## src/rtl/spe_pkg.sv

```systemverilog
// Shared types and constants of the sinusoidal position encoder.
// Used by spe_mul, spe_div and the core top level; no dependencies.
`default_nettype none
package spe_pkg;

  localparam int MUL_W   = 32;  // serial multiplier operand width
  localparam int DIV_N_W = 44;  // serial divider dividend width
  localparam int DIV_D_W = 34;  // serial divider divisor width

  localparam logic [30:0] Q30_ONE        = 31'h4000_0000;
  localparam logic [29:0] LN2_Q30        = 30'd744261118;
  localparam logic [32:0] HALF_PI_Q30    = 33'd1686629713;
  localparam logic [32:0] TWO_PI_Q30     = 33'd6746518852;
  localparam logic [19:0] LOG2_10000_Q16 = 20'd870824;
  localparam logic [19:0] LOG2_1000_Q16  = 20'd653118;

  localparam logic [3:0] EXP_TERMS = 4'd12;
  localparam logic [3:0] SIN_TERMS = 4'd7;

  localparam logic [1:0] ST_OK       = 2'd0;
  localparam logic [1:0] ST_DISABLED = 2'd1;
  localparam logic [1:0] ST_RANGE    = 2'd2;

  localparam logic [1:0] REG_ENABLE = 2'd0;
  localparam logic [1:0] REG_DIM    = 2'd1;
  localparam logic [1:0] REG_MODE   = 2'd2;

  typedef enum logic [3:0] {
    S_IDLE, S_X, S_Z, S_EM, S_ED, S_OFF, S_ANG, S_MOD, S_QUAD,
    S_SQ, S_SM, S_SD, S_SF, S_PUT
  } state_t;

  // Horner divisor (2j)(2j+1) of the sine series
  function automatic logic [7:0] sin_div(input logic [3:0] j);
    logic [7:0] d;
    case (j)
      4'd7:    d = 8'd210;
      4'd6:    d = 8'd156;
      4'd5:    d = 8'd110;
      4'd4:    d = 8'd72;
      4'd3:    d = 8'd42;
      4'd2:    d = 8'd20;
      default: d = 8'd6;
    endcase
    return d;
  endfunction

endpackage
`default_nettype wire

```

## src/rtl/spe_mul.sv

```systemverilog
// Bit-serial shift-add multiplier, one multiplier bit per cycle.
// Depends on spe_pkg for the operand width.
`default_nettype none
module spe_mul (
  input  wire logic                          clk,
  input  wire logic                          rst,
  input  wire logic                          start,
  input  wire logic [spe_pkg::MUL_W-1:0]     a,
  input  wire logic [spe_pkg::MUL_W-1:0]     b,
  output logic                               done,
  output logic [2*spe_pkg::MUL_W-1:0]        prod
);
  localparam int W = spe_pkg::MUL_W;
  localparam int CW = $clog2(W + 1);

  logic          busy;
  logic [CW-1:0] cnt;
  logic [2*W-1:0] mcand;
  logic [W-1:0]  mplier;

  always_ff @(posedge clk) begin
    if (rst) begin
      busy <= 1'b0;
      done <= 1'b0;
      cnt  <= '0;
    end else begin
      done <= 1'b0;
      if (start && !busy) begin
        busy <= 1'b1;
        cnt  <= CW'(W);
      end else if (busy) begin
        cnt <= cnt - CW'(1);
        if (cnt == CW'(1)) begin
          busy <= 1'b0;
          done <= 1'b1;
        end
      end
    end
  end

  always_ff @(posedge clk) begin
    if (start && !busy) begin
      prod   <= '0;
      mcand  <= {{W{1'b0}}, a};
      mplier <= b;
    end else if (busy) begin
      if (mplier[0]) prod <= prod + mcand;
      mcand  <= mcand << 1;
      mplier <= mplier >> 1;
    end
  end
endmodule
`default_nettype wire

```

## src/rtl/spe_div.sv

```systemverilog
// Restoring bit-serial divider, one quotient bit per cycle.
// Depends on spe_pkg for the dividend and divisor widths.
`default_nettype none
module spe_div (
  input  wire logic                          clk,
  input  wire logic                          rst,
  input  wire logic                          start,
  input  wire logic [spe_pkg::DIV_N_W-1:0]   num,
  input  wire logic [spe_pkg::DIV_D_W-1:0]   den,
  output logic                               done,
  output logic [spe_pkg::DIV_N_W-1:0]        quo,
  output logic [spe_pkg::DIV_D_W-1:0]        rem
);
  localparam int NW = spe_pkg::DIV_N_W;
  localparam int DW = spe_pkg::DIV_D_W;
  localparam int CW = $clog2(NW + 1);

  logic          busy;
  logic [CW-1:0] cnt;
  logic [DW-1:0] dvs;
  logic [DW:0]   trial;
  logic          fits;

  always_comb begin
    trial = {rem, quo[NW-1]};
    fits  = trial >= {1'b0, dvs};
  end

  always_ff @(posedge clk) begin
    if (rst) begin
      busy <= 1'b0;
      done <= 1'b0;
      cnt  <= '0;
    end else begin
      done <= 1'b0;
      if (start && !busy) begin
        busy <= 1'b1;
        cnt  <= CW'(NW);
      end else if (busy) begin
        cnt <= cnt - CW'(1);
        if (cnt == CW'(1)) begin
          busy <= 1'b0;
          done <= 1'b1;
        end
      end
    end
  end

  always_ff @(posedge clk) begin
    if (start && !busy) begin
      rem <= '0;
      quo <= num;
      dvs <= den;
    end else if (busy) begin
      rem <= fits ? DW'(trial - {1'b0, dvs}) : DW'(trial);
      quo <= {quo[NW-2:0], fits};
    end
  end
endmodule
`default_nettype wire

```

## src/rtl/sinusoidal_position_encoder_core.sv

```systemverilog
// Sinusoidal position encoder core; depends on spe_pkg, spe_mul and spe_div.
// Each value takes 23 multiplier passes and 21 divider passes (22 in mode 1),
// a quadrant step and an output step.
// An item is accepted in the idle state and then yields dim values; an error item yields one.
// Output stalls hold the core in its output step; one item is in flight at a time.
// Synchronous reset clears control and config (disabled, dim 64, mode 0).
`default_nettype none
module sinusoidal_position_encoder_core #(
  parameter int MAX_DIM      = 64,
  parameter int BUFFER_DEPTH = 16
) (
  input  wire logic        clk,
  input  wire logic        rst,
  input  wire logic        s_axis_tvalid,
  output logic             s_axis_tready,
  input  wire logic [15:0] s_axis_tdata,   // position[9:0]
  output logic             m_axis_tvalid,
  input  wire logic        m_axis_tready,
  output logic [23:0]      m_axis_tdata,   // status[1:0], dim_index[7:2], value[23:8]
  output logic             m_axis_tlast,
  input  wire logic        cfg_we,
  input  wire logic [1:0]  cfg_index,
  input  wire logic [6:0]  cfg_data
);
  localparam int IW  = $clog2(MAX_DIM);
  localparam int DMW = $clog2(MAX_DIM + 1);
  localparam int MW  = spe_pkg::MUL_W;
  localparam int NW  = spe_pkg::DIV_N_W;
  localparam int DW  = spe_pkg::DIV_D_W;

  logic       encoding_enable;
  logic [6:0] dim_cfg;
  logic       frequency_mode;

  always_ff @(posedge clk) begin
    if (rst) begin
      encoding_enable <= 1'b0;
      dim_cfg         <= 7'd64;
      frequency_mode  <= 1'b0;
    end else if (cfg_we) begin
      unique case (cfg_index)
        spe_pkg::REG_ENABLE: encoding_enable <= cfg_data[0];
        spe_pkg::REG_DIM:    dim_cfg         <= cfg_data;
        spe_pkg::REG_MODE:   frequency_mode  <= cfg_data[0];
        default: ;
      endcase
    end
  end

  spe_pkg::state_t state, state_next;
  logic          pend;
  logic [IW-1:0] idx;
  logic [DMW-1:0] dim;
  logic [9:0]    pos;
  logic          mode;
  logic [1:0]    err;
  logic [3:0]    n;
  logic [15:0]   f;
  logic [29:0]   z;
  logic [30:0]   r;
  logic [3:0]    cnt;
  logic [32:0]   t;
  logic [15:0]   off;
  logic [NW-1:0] a;
  logic [32:0]   arem;
  logic [1:0]    quad;
  logic [31:0]   u;
  logic [31:0]   u2;
  logic [31:0]   s;

  logic          out_load;
  logic          mul_start, div_start, mul_done, div_done;
  logic [MW-1:0] mul_a, mul_b;
  logic [2*MW-1:0] prod;
  logic [NW-1:0] div_n, quo;
  logic [DW-1:0] div_d, rem;

  logic [DMW-1:0] dim_eff;
  logic [IW-1:0]  ek;
  logic [19:0]    log2_base;
  logic           is_last;
  logic [31:0]    p;
  logic [1:0]     q_c;
  logic [32:0]    u_c;
  logic [15:0]    mag;

  always_comb begin
    if (dim_cfg == 7'd0 || 32'(dim_cfg) > MAX_DIM) dim_eff = DMW'(MAX_DIM);
    else dim_eff = DMW'(dim_cfg);
    ek        = idx & ~IW'(1);
    log2_base = mode ? spe_pkg::LOG2_1000_Q16 : spe_pkg::LOG2_10000_Q16;
    is_last   = (DMW'(idx) + DMW'(1)) == dim;
    p         = 32'({pos, 16'd0}) + 32'(off);
    mag       = 16'((s + 32'h8000) >> 16);
    if (arem >= 33'(3 * spe_pkg::HALF_PI_Q30)) q_c = 2'd3;
    else if (arem >= 33'(2 * spe_pkg::HALF_PI_Q30)) q_c = 2'd2;
    else if (arem >= spe_pkg::HALF_PI_Q30) q_c = 2'd1;
    else q_c = 2'd0;
    u_c = arem - 33'(q_c * spe_pkg::HALF_PI_Q30);
    if (q_c[0]) u_c = spe_pkg::HALF_PI_Q30 - u_c;
  end

  // operand selection for the shared serial units
  always_comb begin
    mul_a = '0;
    mul_b = '0;
    div_n = '0;
    div_d = DW'(1);
    case (state)
      spe_pkg::S_X: begin
        div_n = NW'(ek * log2_base);
        div_d = DW'(dim);
      end
      spe_pkg::S_Z:   begin mul_a = MW'(f); mul_b = MW'(spe_pkg::LN2_Q30); end
      spe_pkg::S_EM:  begin mul_a = MW'(z); mul_b = MW'(r); end
      spe_pkg::S_ED:  begin div_n = NW'(t); div_d = DW'(cnt); end
      spe_pkg::S_OFF: begin
        div_n = NW'(DMW'(idx) + DMW'(1)) << 15;
        div_d = DW'(dim);
      end
      spe_pkg::S_ANG: begin mul_a = p; mul_b = MW'(r >> n); end
      spe_pkg::S_MOD: begin div_n = a; div_d = DW'(spe_pkg::TWO_PI_Q30); end
      spe_pkg::S_SQ:  begin mul_a = u; mul_b = u; end
      spe_pkg::S_SM:  begin mul_a = u2; mul_b = MW'(r); end
      spe_pkg::S_SD:  begin div_n = NW'(t); div_d = DW'(spe_pkg::sin_div(cnt)); end
      spe_pkg::S_SF:  begin mul_a = u; mul_b = MW'(r); end
      default: ;
    endcase
  end

  always_comb begin
    state_next    = state;
    s_axis_tready = 1'b0;
    mul_start     = 1'b0;
    div_start     = 1'b0;
    out_load      = 1'b0;
    unique case (state)
      spe_pkg::S_IDLE: begin
        s_axis_tready = 1'b1;
        if (s_axis_tvalid) begin
          if (!encoding_enable || {1'b0, s_axis_tdata[9:0]} >= 11'(BUFFER_DEPTH))
            state_next = spe_pkg::S_PUT;
          else state_next = spe_pkg::S_X;
        end
      end
      spe_pkg::S_X, spe_pkg::S_ED, spe_pkg::S_OFF, spe_pkg::S_MOD, spe_pkg::S_SD: begin
        div_start = !pend;
        if (div_done) begin
          unique case (state)
            spe_pkg::S_X:   state_next = spe_pkg::S_Z;
            spe_pkg::S_ED:
              if (cnt == 4'd1) state_next = mode ? spe_pkg::S_OFF : spe_pkg::S_ANG;
              else state_next = spe_pkg::S_EM;
            spe_pkg::S_OFF: state_next = spe_pkg::S_ANG;
            spe_pkg::S_MOD: state_next = spe_pkg::S_QUAD;
            default:
              if (cnt == 4'd1) state_next = spe_pkg::S_SF;
              else state_next = spe_pkg::S_SM;
          endcase
        end
      end
      spe_pkg::S_Z, spe_pkg::S_EM, spe_pkg::S_ANG, spe_pkg::S_SQ, spe_pkg::S_SM,
      spe_pkg::S_SF: begin
        mul_start = !pend;
        if (mul_done) begin
          unique case (state)
            spe_pkg::S_Z:   state_next = spe_pkg::S_EM;
            spe_pkg::S_EM:  state_next = spe_pkg::S_ED;
            spe_pkg::S_ANG: state_next = spe_pkg::S_MOD;
            spe_pkg::S_SQ:  state_next = spe_pkg::S_SM;
            spe_pkg::S_SM:  state_next = spe_pkg::S_SD;
            default:        state_next = spe_pkg::S_PUT;
          endcase
        end
      end
      spe_pkg::S_QUAD: state_next = spe_pkg::S_SQ;
      spe_pkg::S_PUT: begin
        if (!m_axis_tvalid || m_axis_tready) begin
          out_load = 1'b1;
          if (err != spe_pkg::ST_OK || is_last) state_next = spe_pkg::S_IDLE;
          else state_next = spe_pkg::S_X;
        end
      end
      default: state_next = spe_pkg::S_IDLE;
    endcase
  end

  always_ff @(posedge clk) begin
    if (rst) begin
      state <= spe_pkg::S_IDLE;
      pend  <= 1'b0;
      m_axis_tvalid <= 1'b0;
    end else begin
      state <= state_next;
      pend  <= (state_next != state) ? 1'b0 : (pend | mul_start | div_start);
      if (out_load) m_axis_tvalid <= 1'b1;
      else if (m_axis_tready) m_axis_tvalid <= 1'b0;
    end
  end

  always_ff @(posedge clk) begin
    if (out_load) begin
      m_axis_tlast <= (err != spe_pkg::ST_OK) || is_last;
      if (err != spe_pkg::ST_OK) m_axis_tdata <= {16'd0, 6'd0, err};
      else m_axis_tdata <= {(quad[1] ? -mag : mag), 6'(idx), spe_pkg::ST_OK};
      idx <= idx + IW'(1);
    end
    case (state)
      spe_pkg::S_IDLE: begin
        pos  <= s_axis_tdata[9:0];
        mode <= frequency_mode;
        dim  <= dim_eff;
        idx  <= '0;
        if (!encoding_enable) err <= spe_pkg::ST_DISABLED;
        else if ({1'b0, s_axis_tdata[9:0]} >= 11'(BUFFER_DEPTH)) err <= spe_pkg::ST_RANGE;
        else err <= spe_pkg::ST_OK;
      end
      spe_pkg::S_X: if (div_done) begin
        n <= quo[19:16];
        f <= quo[15:0];
      end
      spe_pkg::S_Z: if (mul_done) begin
        z   <= prod[45:16];
        r   <= spe_pkg::Q30_ONE;
        cnt <= spe_pkg::EXP_TERMS;
        off <= '0;
      end
      spe_pkg::S_EM, spe_pkg::S_SM: if (mul_done) t <= prod[62:30];
      spe_pkg::S_ED, spe_pkg::S_SD: if (div_done) begin
        r   <= spe_pkg::Q30_ONE - quo[30:0];
        cnt <= cnt - 4'd1;
      end
      spe_pkg::S_OFF: if (div_done) off <= quo[15:0];
      spe_pkg::S_ANG: if (mul_done)
        a <= NW'(prod[56:16]) + (idx[0] ? NW'(spe_pkg::HALF_PI_Q30) : NW'(0));
      spe_pkg::S_MOD: if (div_done) arem <= rem[32:0];
      spe_pkg::S_QUAD: begin
        quad <= q_c;
        u    <= 32'(u_c);
      end
      spe_pkg::S_SQ: if (mul_done) begin
        u2  <= prod[61:30];
        r   <= spe_pkg::Q30_ONE;
        cnt <= spe_pkg::SIN_TERMS;
      end
      spe_pkg::S_SF: if (mul_done) s <= prod[61:30];
      default: ;
    endcase
  end

  spe_mul u_mul (
    .clk(clk), .rst(rst), .start(mul_start), .a(mul_a), .b(mul_b),
    .done(mul_done), .prod(prod)
  );

  spe_div u_div (
    .clk(clk), .rst(rst), .start(div_start), .num(div_n), .den(div_d),
    .done(div_done), .quo(quo), .rem(rem)
  );
endmodule
`default_nettype wire
```

## config.mk

```make
export PLATFORM = sky130hd
export DESIGN_NAME = sinusoidal_position_encoder_core
export DESIGN_NICKNAME = d
export VERILOG_FILES = /design/src/rtl/spe_pkg.sv /design/src/rtl/spe_mul.sv /design/src/rtl/spe_div.sv /design/src/rtl/sinusoidal_position_encoder_core.sv
export SDC_FILE = /design/constraint.sdc
export NUM_CORES = 2
export LEC_CHECK = 0
export CAP_MARGIN = 25
export CORE_ASPECT_RATIO = 0.8
export CORE_UTILIZATION = 50
export DETAILED_ROUTE_END_ITERATION = 10
export DONT_BUFFER_PORTS = 1
export HOLD_SLACK_MARGIN = 0.06
export SYNTH_ARGS = -nofsm -noshare
export SYNTH_HDL_FRONTEND = slang
export SYNTH_SLANG_ARGS = --single-unit
```

## constraint.sdc

```tcl
create_clock -name clk -period 10.75 [get_ports clk]
set_input_delay 1.075 -clock clk [delete_from_list [all_inputs] [get_ports clk]]
set_output_delay 1.075 -clock clk [all_outputs]
set_load 0.01 [all_outputs]
```

Word-level counts from Yosys, hierarchy flattened --
Cells that the tools add are included.
Word-level totals: flip-flop bits (word level) 663, bits of input ports 30, output and inout port bits 27, word-level logic and storage cells 210
Cells by class: add/subtract/negate cells 15, $mul 2, $lt $le $gt $ge 6, eq/ne operators 31, shift-type cells 1, multiplexer cells 61, bitwise operators 4, reduce and logical (&&, ||, !) cells 48
Operator list (count):
- one-hot mux 44 bit (4 select lines) | 1
- 2-to-1 mux 32 bit | 5
- one-hot mux 32 bit (5 select lines) | 1
- one-hot mux 33 bit (4 select lines) | 1
- one-hot mux 32 bit (4 select lines) | 1
- 2-to-1 mux 31 bit | 3
- 2-to-1 mux 44 bit | 2
- adder 64 bit | 1
- one-hot mux 31 bit (2 select lines) | 1
- 2-to-1 mux 16 bit | 3
- one-hot mux 8 bit (6 select lines) | 1
- adder 41 x 31 -> 42 bit | 1
- one-hot mux 4 bit (5 select lines) | 2
- greater-or-equal comparator 35 x 34 -> 1 bit | 1
- 2-to-1 mux 34 bit | 1
- subtractor 34 bit | 1
- greater-or-equal comparator 33 x 31 -> 1 bit, second input constant | 1
- greater-or-equal comparator 33 x 32 -> 1 bit, second input constant | 1
- greater-or-equal comparator 33 bit, second input constant | 1
- adder 32 x 16 -> 32 bit, second input constant | 1
- equality test 4 x 3 -> 1 bit, second input constant | 8
- multiplier 2 x 31 -> 32 bit, second input constant | 1
- 2-to-1 mux 4 bit | 8
- one-hot mux 16 bit (2 select lines) | 1
- other kinds (46) | 120

Longest topological paths before layout --
word-level depth 8, gate-level depth with buffers 28, mapped depth without buffers 25

Cells and area by module --
From an unflattened synthesis, not the netlist that was laid out.
Unflattened totals: cells, all modules 4050, area, all modules 39370.3 um^2
Modules (own cells, without submodules):
- sinusoidal_position_encoder_core | instances 1, cells each 2212, area each 22889.5 um^2, seq. area each 10510.1 um^2
- spe_mul | instances 1, cells each 1220, area each 9953.3 um^2, seq. area each 4003.8 um^2
- spe_div | instances 1, cells each 618, area each 6527.5 um^2, seq. area each 3183.1 um^2

Least setup slack after synthesis --
Ideal clock, no wire load.
path type reg2reg, start point reg arem[29], end point reg u[31] (data pin), library setup time 0.260 ns, arrival time 5.757 ns, required time 10.490 ns, slack 4.733 ns, stages on the path, launching flop included 23, buffers on the path 1, period minus slack after synthesis 6.017 ns, path through edfxtp_1 > or4_1 > or4_1 > o21ai_1 > nor2_1 > a21oi_1 > inv_1 > clkbuf_1 > ha_1 > inv_1 > ha_1 > a21o_1 > a221oi_4 > o221ai_4 > and2_4 > a311oi_2 > and4b_4 > nand4_2 > nand4_1 > and2_4 > a21o_1 > nand3_1 > xnor2_1
On the way: elaborated cells between the ends (all ways) 10, classes of those cells add/sub (2); mul (1); order compare (3); mux (4)
RTL lines:
- from (decl) | line sinusoidal_position_encoder_core.sv:65 | logic [32:0] arem;
- from (signal assigned) | line sinusoidal_position_encoder_core.sv:236 | spe_pkg::S_MOD: if (div_done) arem <= rem[32:0];
- greater-or-equal comparator 33 x 32 -> 1 bit | line sinusoidal_position_encoder_core.sv:96 | else if (arem >= 33'(2 * spe_pkg::HALF_PI_Q30)) q_c = 2'd2;
- 2-to-1 mux 2 bit | line sinusoidal_position_encoder_core.sv:96
- 2-to-1 mux 2 bit * | line sinusoidal_position_encoder_core.sv:95 | if (arem >= 33'(3 * spe_pkg::HALF_PI_Q30)) q_c = 2'd3;
- named net q_c[1] | line sinusoidal_position_encoder_core.sv:83 | logic [1:0] q_c;
- multiplier 2 x 31 -> 32 bit * | line sinusoidal_position_encoder_core.sv:99 | u_c = arem - 33'(q_c * spe_pkg::HALF_PI_Q30);
- subtractor 32 bit * | line sinusoidal_position_encoder_core.sv:99
- subtractor 31 x 32 -> 32 bit | line sinusoidal_position_encoder_core.sv:100 | if (q_c[0]) u_c = spe_pkg::HALF_PI_Q30 - u_c;
- 2-to-1 mux 32 bit * | line sinusoidal_position_encoder_core.sv:100
- named net u_c[31] | line sinusoidal_position_encoder_core.sv:84 | logic [32:0] u_c;
- to (signal assigned) | line sinusoidal_position_encoder_core.sv:239 | u <= 32'(u_c);
- to (decl) | line sinusoidal_position_encoder_core.sv:67 | logic [31:0] u;
The timed path passes the listed nets; every way through them passes the cells marked *. A chain may end at the register's enable or synchronous reset.

Final worst setup path --
start point reg arem[2], end point reg u[31] (data pin)
The elaborated chain is that of the path after synthesis.

==> reports/qor.txt <==
top cells by area in the synthesized netlist = sky130_fd_sc_hd__edfxtp_1, sky130_fd_sc_hd__dfxtp_1, sky130_fd_sc_hd__ha_1, sky130_fd_sc_hd__xnor2_1, sky130_fd_sc_hd__nand2_1
final critical delay including setup and external delays = 6.60 ns
maximum level of the CTS H-tree = 3
Mapped Avg Cell Area = 10.0 µm²
share of cells above drive strength 1 = 7.41%
logic depth of the worst path, buffers included = 26
unique cell type count in the Yosys netlist = 108
buffers and inverters on the worst path = 4
worst setup path startpoint = arem[2]
most instantiated library cell after synthesis = sky130_fd_sc_hd__edfxtp_1
Critical Path Sink Type = register
worst-path maximum fanout = 30
DRC violations left = 0
share of synthesized registers carrying an async set or reset = 0%
max_slew headroom = 28.1%
final max-slew violation count = 0
cell chosen for the clock root = sky130_fd_sc_hd__clkbuf_16
vertical extent of the die = 244 µm
via count = 28,900
IR drop worst, VDD = 210 µV
critical register-to-register path startpoint = arem[2]
standard cell core area = 72,200 µm²
die extent in x = 305 µm
Worst-Skew Late Latency = 0.63 ns
PwrDens = 247 nW/µm²
Hold Crit Class = register to register
Layout fillers = 6,399
count of endpoints failing hold in the final timing report = 0
static leakage power = 15.2 nW
Critical Path RT = 11.12 ns
footprint of the flip-flops and latches = 16,900 µm²
total of cells resized after clock tree synthesis = 0
setup skew after layout = 0.0303 ns
path depth of the worst reg2reg path = 26
syn nets = 3,927
worst setup path category = register to register
Setup-failing EPs final = 0
share of the yosys chip area belonging to registers = 46.2%
run status = finished, final reports clean
delay contributed by the slowest stage of the critical path = 0.56 ns
number of buffers added by the clock tree synthesis step = 68
count of placed standard cells in the final layout, fillers left out = 4,628
Arrival @ worst endpoint = 6.97 ns
Remaining Overflow, GRT = 0
Diodes inserted = 0
cell with the biggest individual delay on the critical path = sky130_fd_sc_hd__o31ai_1
number of flops mapped to enable cells by yosys = 453
CTS tree = yes
Clock Sink Count = 618
hold-critical path depth = 2
effective utilization at floorplan = 50.7%
CTS Hold Buffers Added = 0
flop and latch count out of synthesis = 618
post-route setup TNS = 0 ns
slack of the worst reg-to-reg path = 4.15 ns
number of top-level pins = 57
area taken by multi-input logic gates = 18,600 µm²
endpoint of the lowest-slack register-to-register path = u[31]
Slew @ Worst Pin = 1.07 ns
category of the worst setup path launch point = register
number of placed cells counting well taps = 4,497
Post-Route Hold Slack = 0.466 ns
sum of routed wire length over all layers = 111 mm
number of detailed-route iterations in the first pass = 7
delay-heaviest family, CP = compound AO/OA/AOI/OAI gates
antenna violations before repair = 11
fraction of synthesized cell area taken by the top area cell type = 37.1%
vias in the first global route = 27,700
antenna-violating nets left = 0
Post-DP HPWL = 82.1 mm
DR vias/cell = 6.24
port bufs = 0
weighted congestion reported at the end of routability-driven placement = 0.953
Avg WL per Cell = 23.9 µm
Yosys warning total = 0
gate count after technology mapping = 3,662
Synth-to-Final Area Change = 9.40%
Std-Cell Rows = 88
pin count of the biggest net entering global routing = 81
Max Cap Viol = 0
die outline area = 74,300 µm²
Iteration-0 DRC Markers = 3,207
leading register cell type out of synthesis = sky130_fd_sc_hd__edfxtp_1
maximum root-to-sink buffer count = 3
final clock period utilization by the worst path = 61.4%
clock input transition at the sequential cells of the worst setup and hold paths = 0.06 ns
fmax = 152 MHz
wire length of the first global-routing pass = 169 mm
RSZ-0062 raised after global routing = no
overall track demand over capacity in global routing = 29.7%
largest area contributor in the netlist = sky130_fd_sc_hd__edfxtp_1
end point of the critical path = u[31]
netlist area before placement = 36,600 µm²
Final nets = 3,892
cell types with the highest counts after synthesis = sky130_fd_sc_hd__edfxtp_1, sky130_fd_sc_hd__nand2_1, sky130_fd_sc_hd__nor2_1
Setup Fix Bufs, Post-CTS = 0
## cell type report
| cell class | instances | area share [%] |
|---|---|---|
| inverter | 158 | 1.48 |
| timing repair buffer | 74 | 1.61 |
| multi-input combinational | 2707 | 46.3 |
| tap | 945 | 2.95 |
| clock buffer | 92 | 4.65 |
| sequential | 618 | 42.2 |
| clock inverter | 34 | 0.762 |
## where the power goes
group | total [mW] | switching, mW | internal [mW] | leakage, nW
registers | 3.87 | 0.524 | 3.34 | 5.42
logic | 3.73 | 2.47 | 1.26 | 8.74
clock network | 2.31 | 1.01 | 1.31 | 1.05
total | 9.91 | 4.00 | 5.91 | 15.2
## tightest hold or removal path, cell delays in order (launching register included)
cell and delay (ns):
sky130_fd_sc_hd__dfxtp_1 0.31, sky130_fd_sc_hd__nand2_1 0.05, sky130_fd_sc_hd__a21oi_1 0.05
## flip-flops by register name, indices dropped and copies added, names as in the netlist, 33 cells and up
register and flops:
u_mul.mcand 63, u_mul.prod 63, u_div.quo 44, a 42, u_div.rem 34, arem 33, t 33
## layer usage
layer / up-vias / routed length, µm / global-route usage [%]
li1: 13500 / - / -
met1: 14100 / 50000 / 42.5
met2: 1108 / 47900 / 45.2
met3: 166 / 9950 / 6.67
met4: 2 / 2900 / 8.04
met5: - / 10 / 0
## through the flow
stage                     setup slack, ns  total power [mW]  util (%)  instance area [µm²]
final                                4.15              9.91      55.5                40100
after global routing                 3.73              10.5      55.5                40100
after CTS                            4.29              9.89      55.3                40000
after detailed placement             4.30              7.56      52.3                37800
after global placement               4.39              7.48      52.3                37800
after floorplan                      4.73              6.34         -                36600
## worst min-delay path by stage
stage                   startpoint               to
floorplan           frequency_mode             mode
global placement     u_div.rem[33]    u_div.rem[33]
detailed placement   u_div.rem[33]    u_div.rem[33]
CTS                  u_div.rem[33]    u_div.rem[33]
global route                err[0]  m_axis_tdata[0]
finish               u_mul.prod[0]    u_mul.prod[0]
## kinds of logic after synthesis
| family | synth area share, % |
|---|---|
| AND/OR/NAND/NOR | 15.5 |
| XOR/XNOR | 6.31 |
| flip-flops | 46.2 |
| adder cells (fa/ha/maj) | 8.87 |
| buffers and inverters | 3.52 |
| AO/OA/AOI/OAI | 17.6 |
| multiplexers | 2.07 |
## cell usage in the layout (no fill, tap or decap), types with 13 or more instances in the layout
| cell | count |
|---|---|
| sky130_fd_sc_hd__o31ai_1 | 21 |
| sky130_fd_sc_hd__edfxtp_1 | 453 |
| sky130_fd_sc_hd__clkbuf_1 | 19 |
| sky130_fd_sc_hd__a221oi_1 | 48 |
| sky130_fd_sc_hd__fa_1 | 41 |
| sky130_fd_sc_hd__dfxtp_1 | 165 |
| sky130_fd_sc_hd__nor2_1 | 312 |
| sky130_fd_sc_hd__a222oi_1 | 41 |
| sky130_fd_sc_hd__a22oi_1 | 15 |
| sky130_fd_sc_hd__nand2_1 | 349 |
| sky130_fd_sc_hd__nand4_1 | 33 |
| sky130_fd_sc_hd__clkbuf_16 | 70 |
| sky130_fd_sc_hd__nand2b_1 | 36 |
| sky130_fd_sc_hd__a211oi_1 | 20 |
| sky130_fd_sc_hd__buf_4 | 67 |
| sky130_fd_sc_hd__and3_1 | 30 |
| sky130_fd_sc_hd__o21a_1 | 24 |
| sky130_fd_sc_hd__a21oi_1 | 190 |
| sky130_fd_sc_hd__inv_1 | 153 |
| sky130_fd_sc_hd__nor3_1 | 70 |
| sky130_fd_sc_hd__o21ai_0 | 209 |
| sky130_fd_sc_hd__a21o_1 | 73 |
| sky130_fd_sc_hd__ha_1 | 194 |
| sky130_fd_sc_hd__or3_1 | 25 |
| sky130_fd_sc_hd__a31oi_1 | 71 |
| sky130_fd_sc_hd__xnor2_1 | 158 |
| sky130_fd_sc_hd__xor2_1 | 106 |
| sky130_fd_sc_hd__o21ai_1 | 19 |
| sky130_fd_sc_hd__or2_2 | 15 |
| sky130_fd_sc_hd__nor2b_1 | 38 |
| sky130_fd_sc_hd__nand3_1 | 144 |
| sky130_fd_sc_hd__a22o_1 | 49 |
| sky130_fd_sc_hd__nor4_1 | 18 |
| sky130_fd_sc_hd__o211ai_1 | 20 |
| sky130_fd_sc_hd__o21bai_1 | 20 |
| sky130_fd_sc_hd__mux2i_1 | 50 |
| sky130_fd_sc_hd__and2_1 | 37 |
| sky130_fd_sc_hd__mux2_2 | 13 |
| sky130_fd_sc_hd__clkinv_1 | 16 |
No activity file was read; power rests on OpenSTA's default activity.
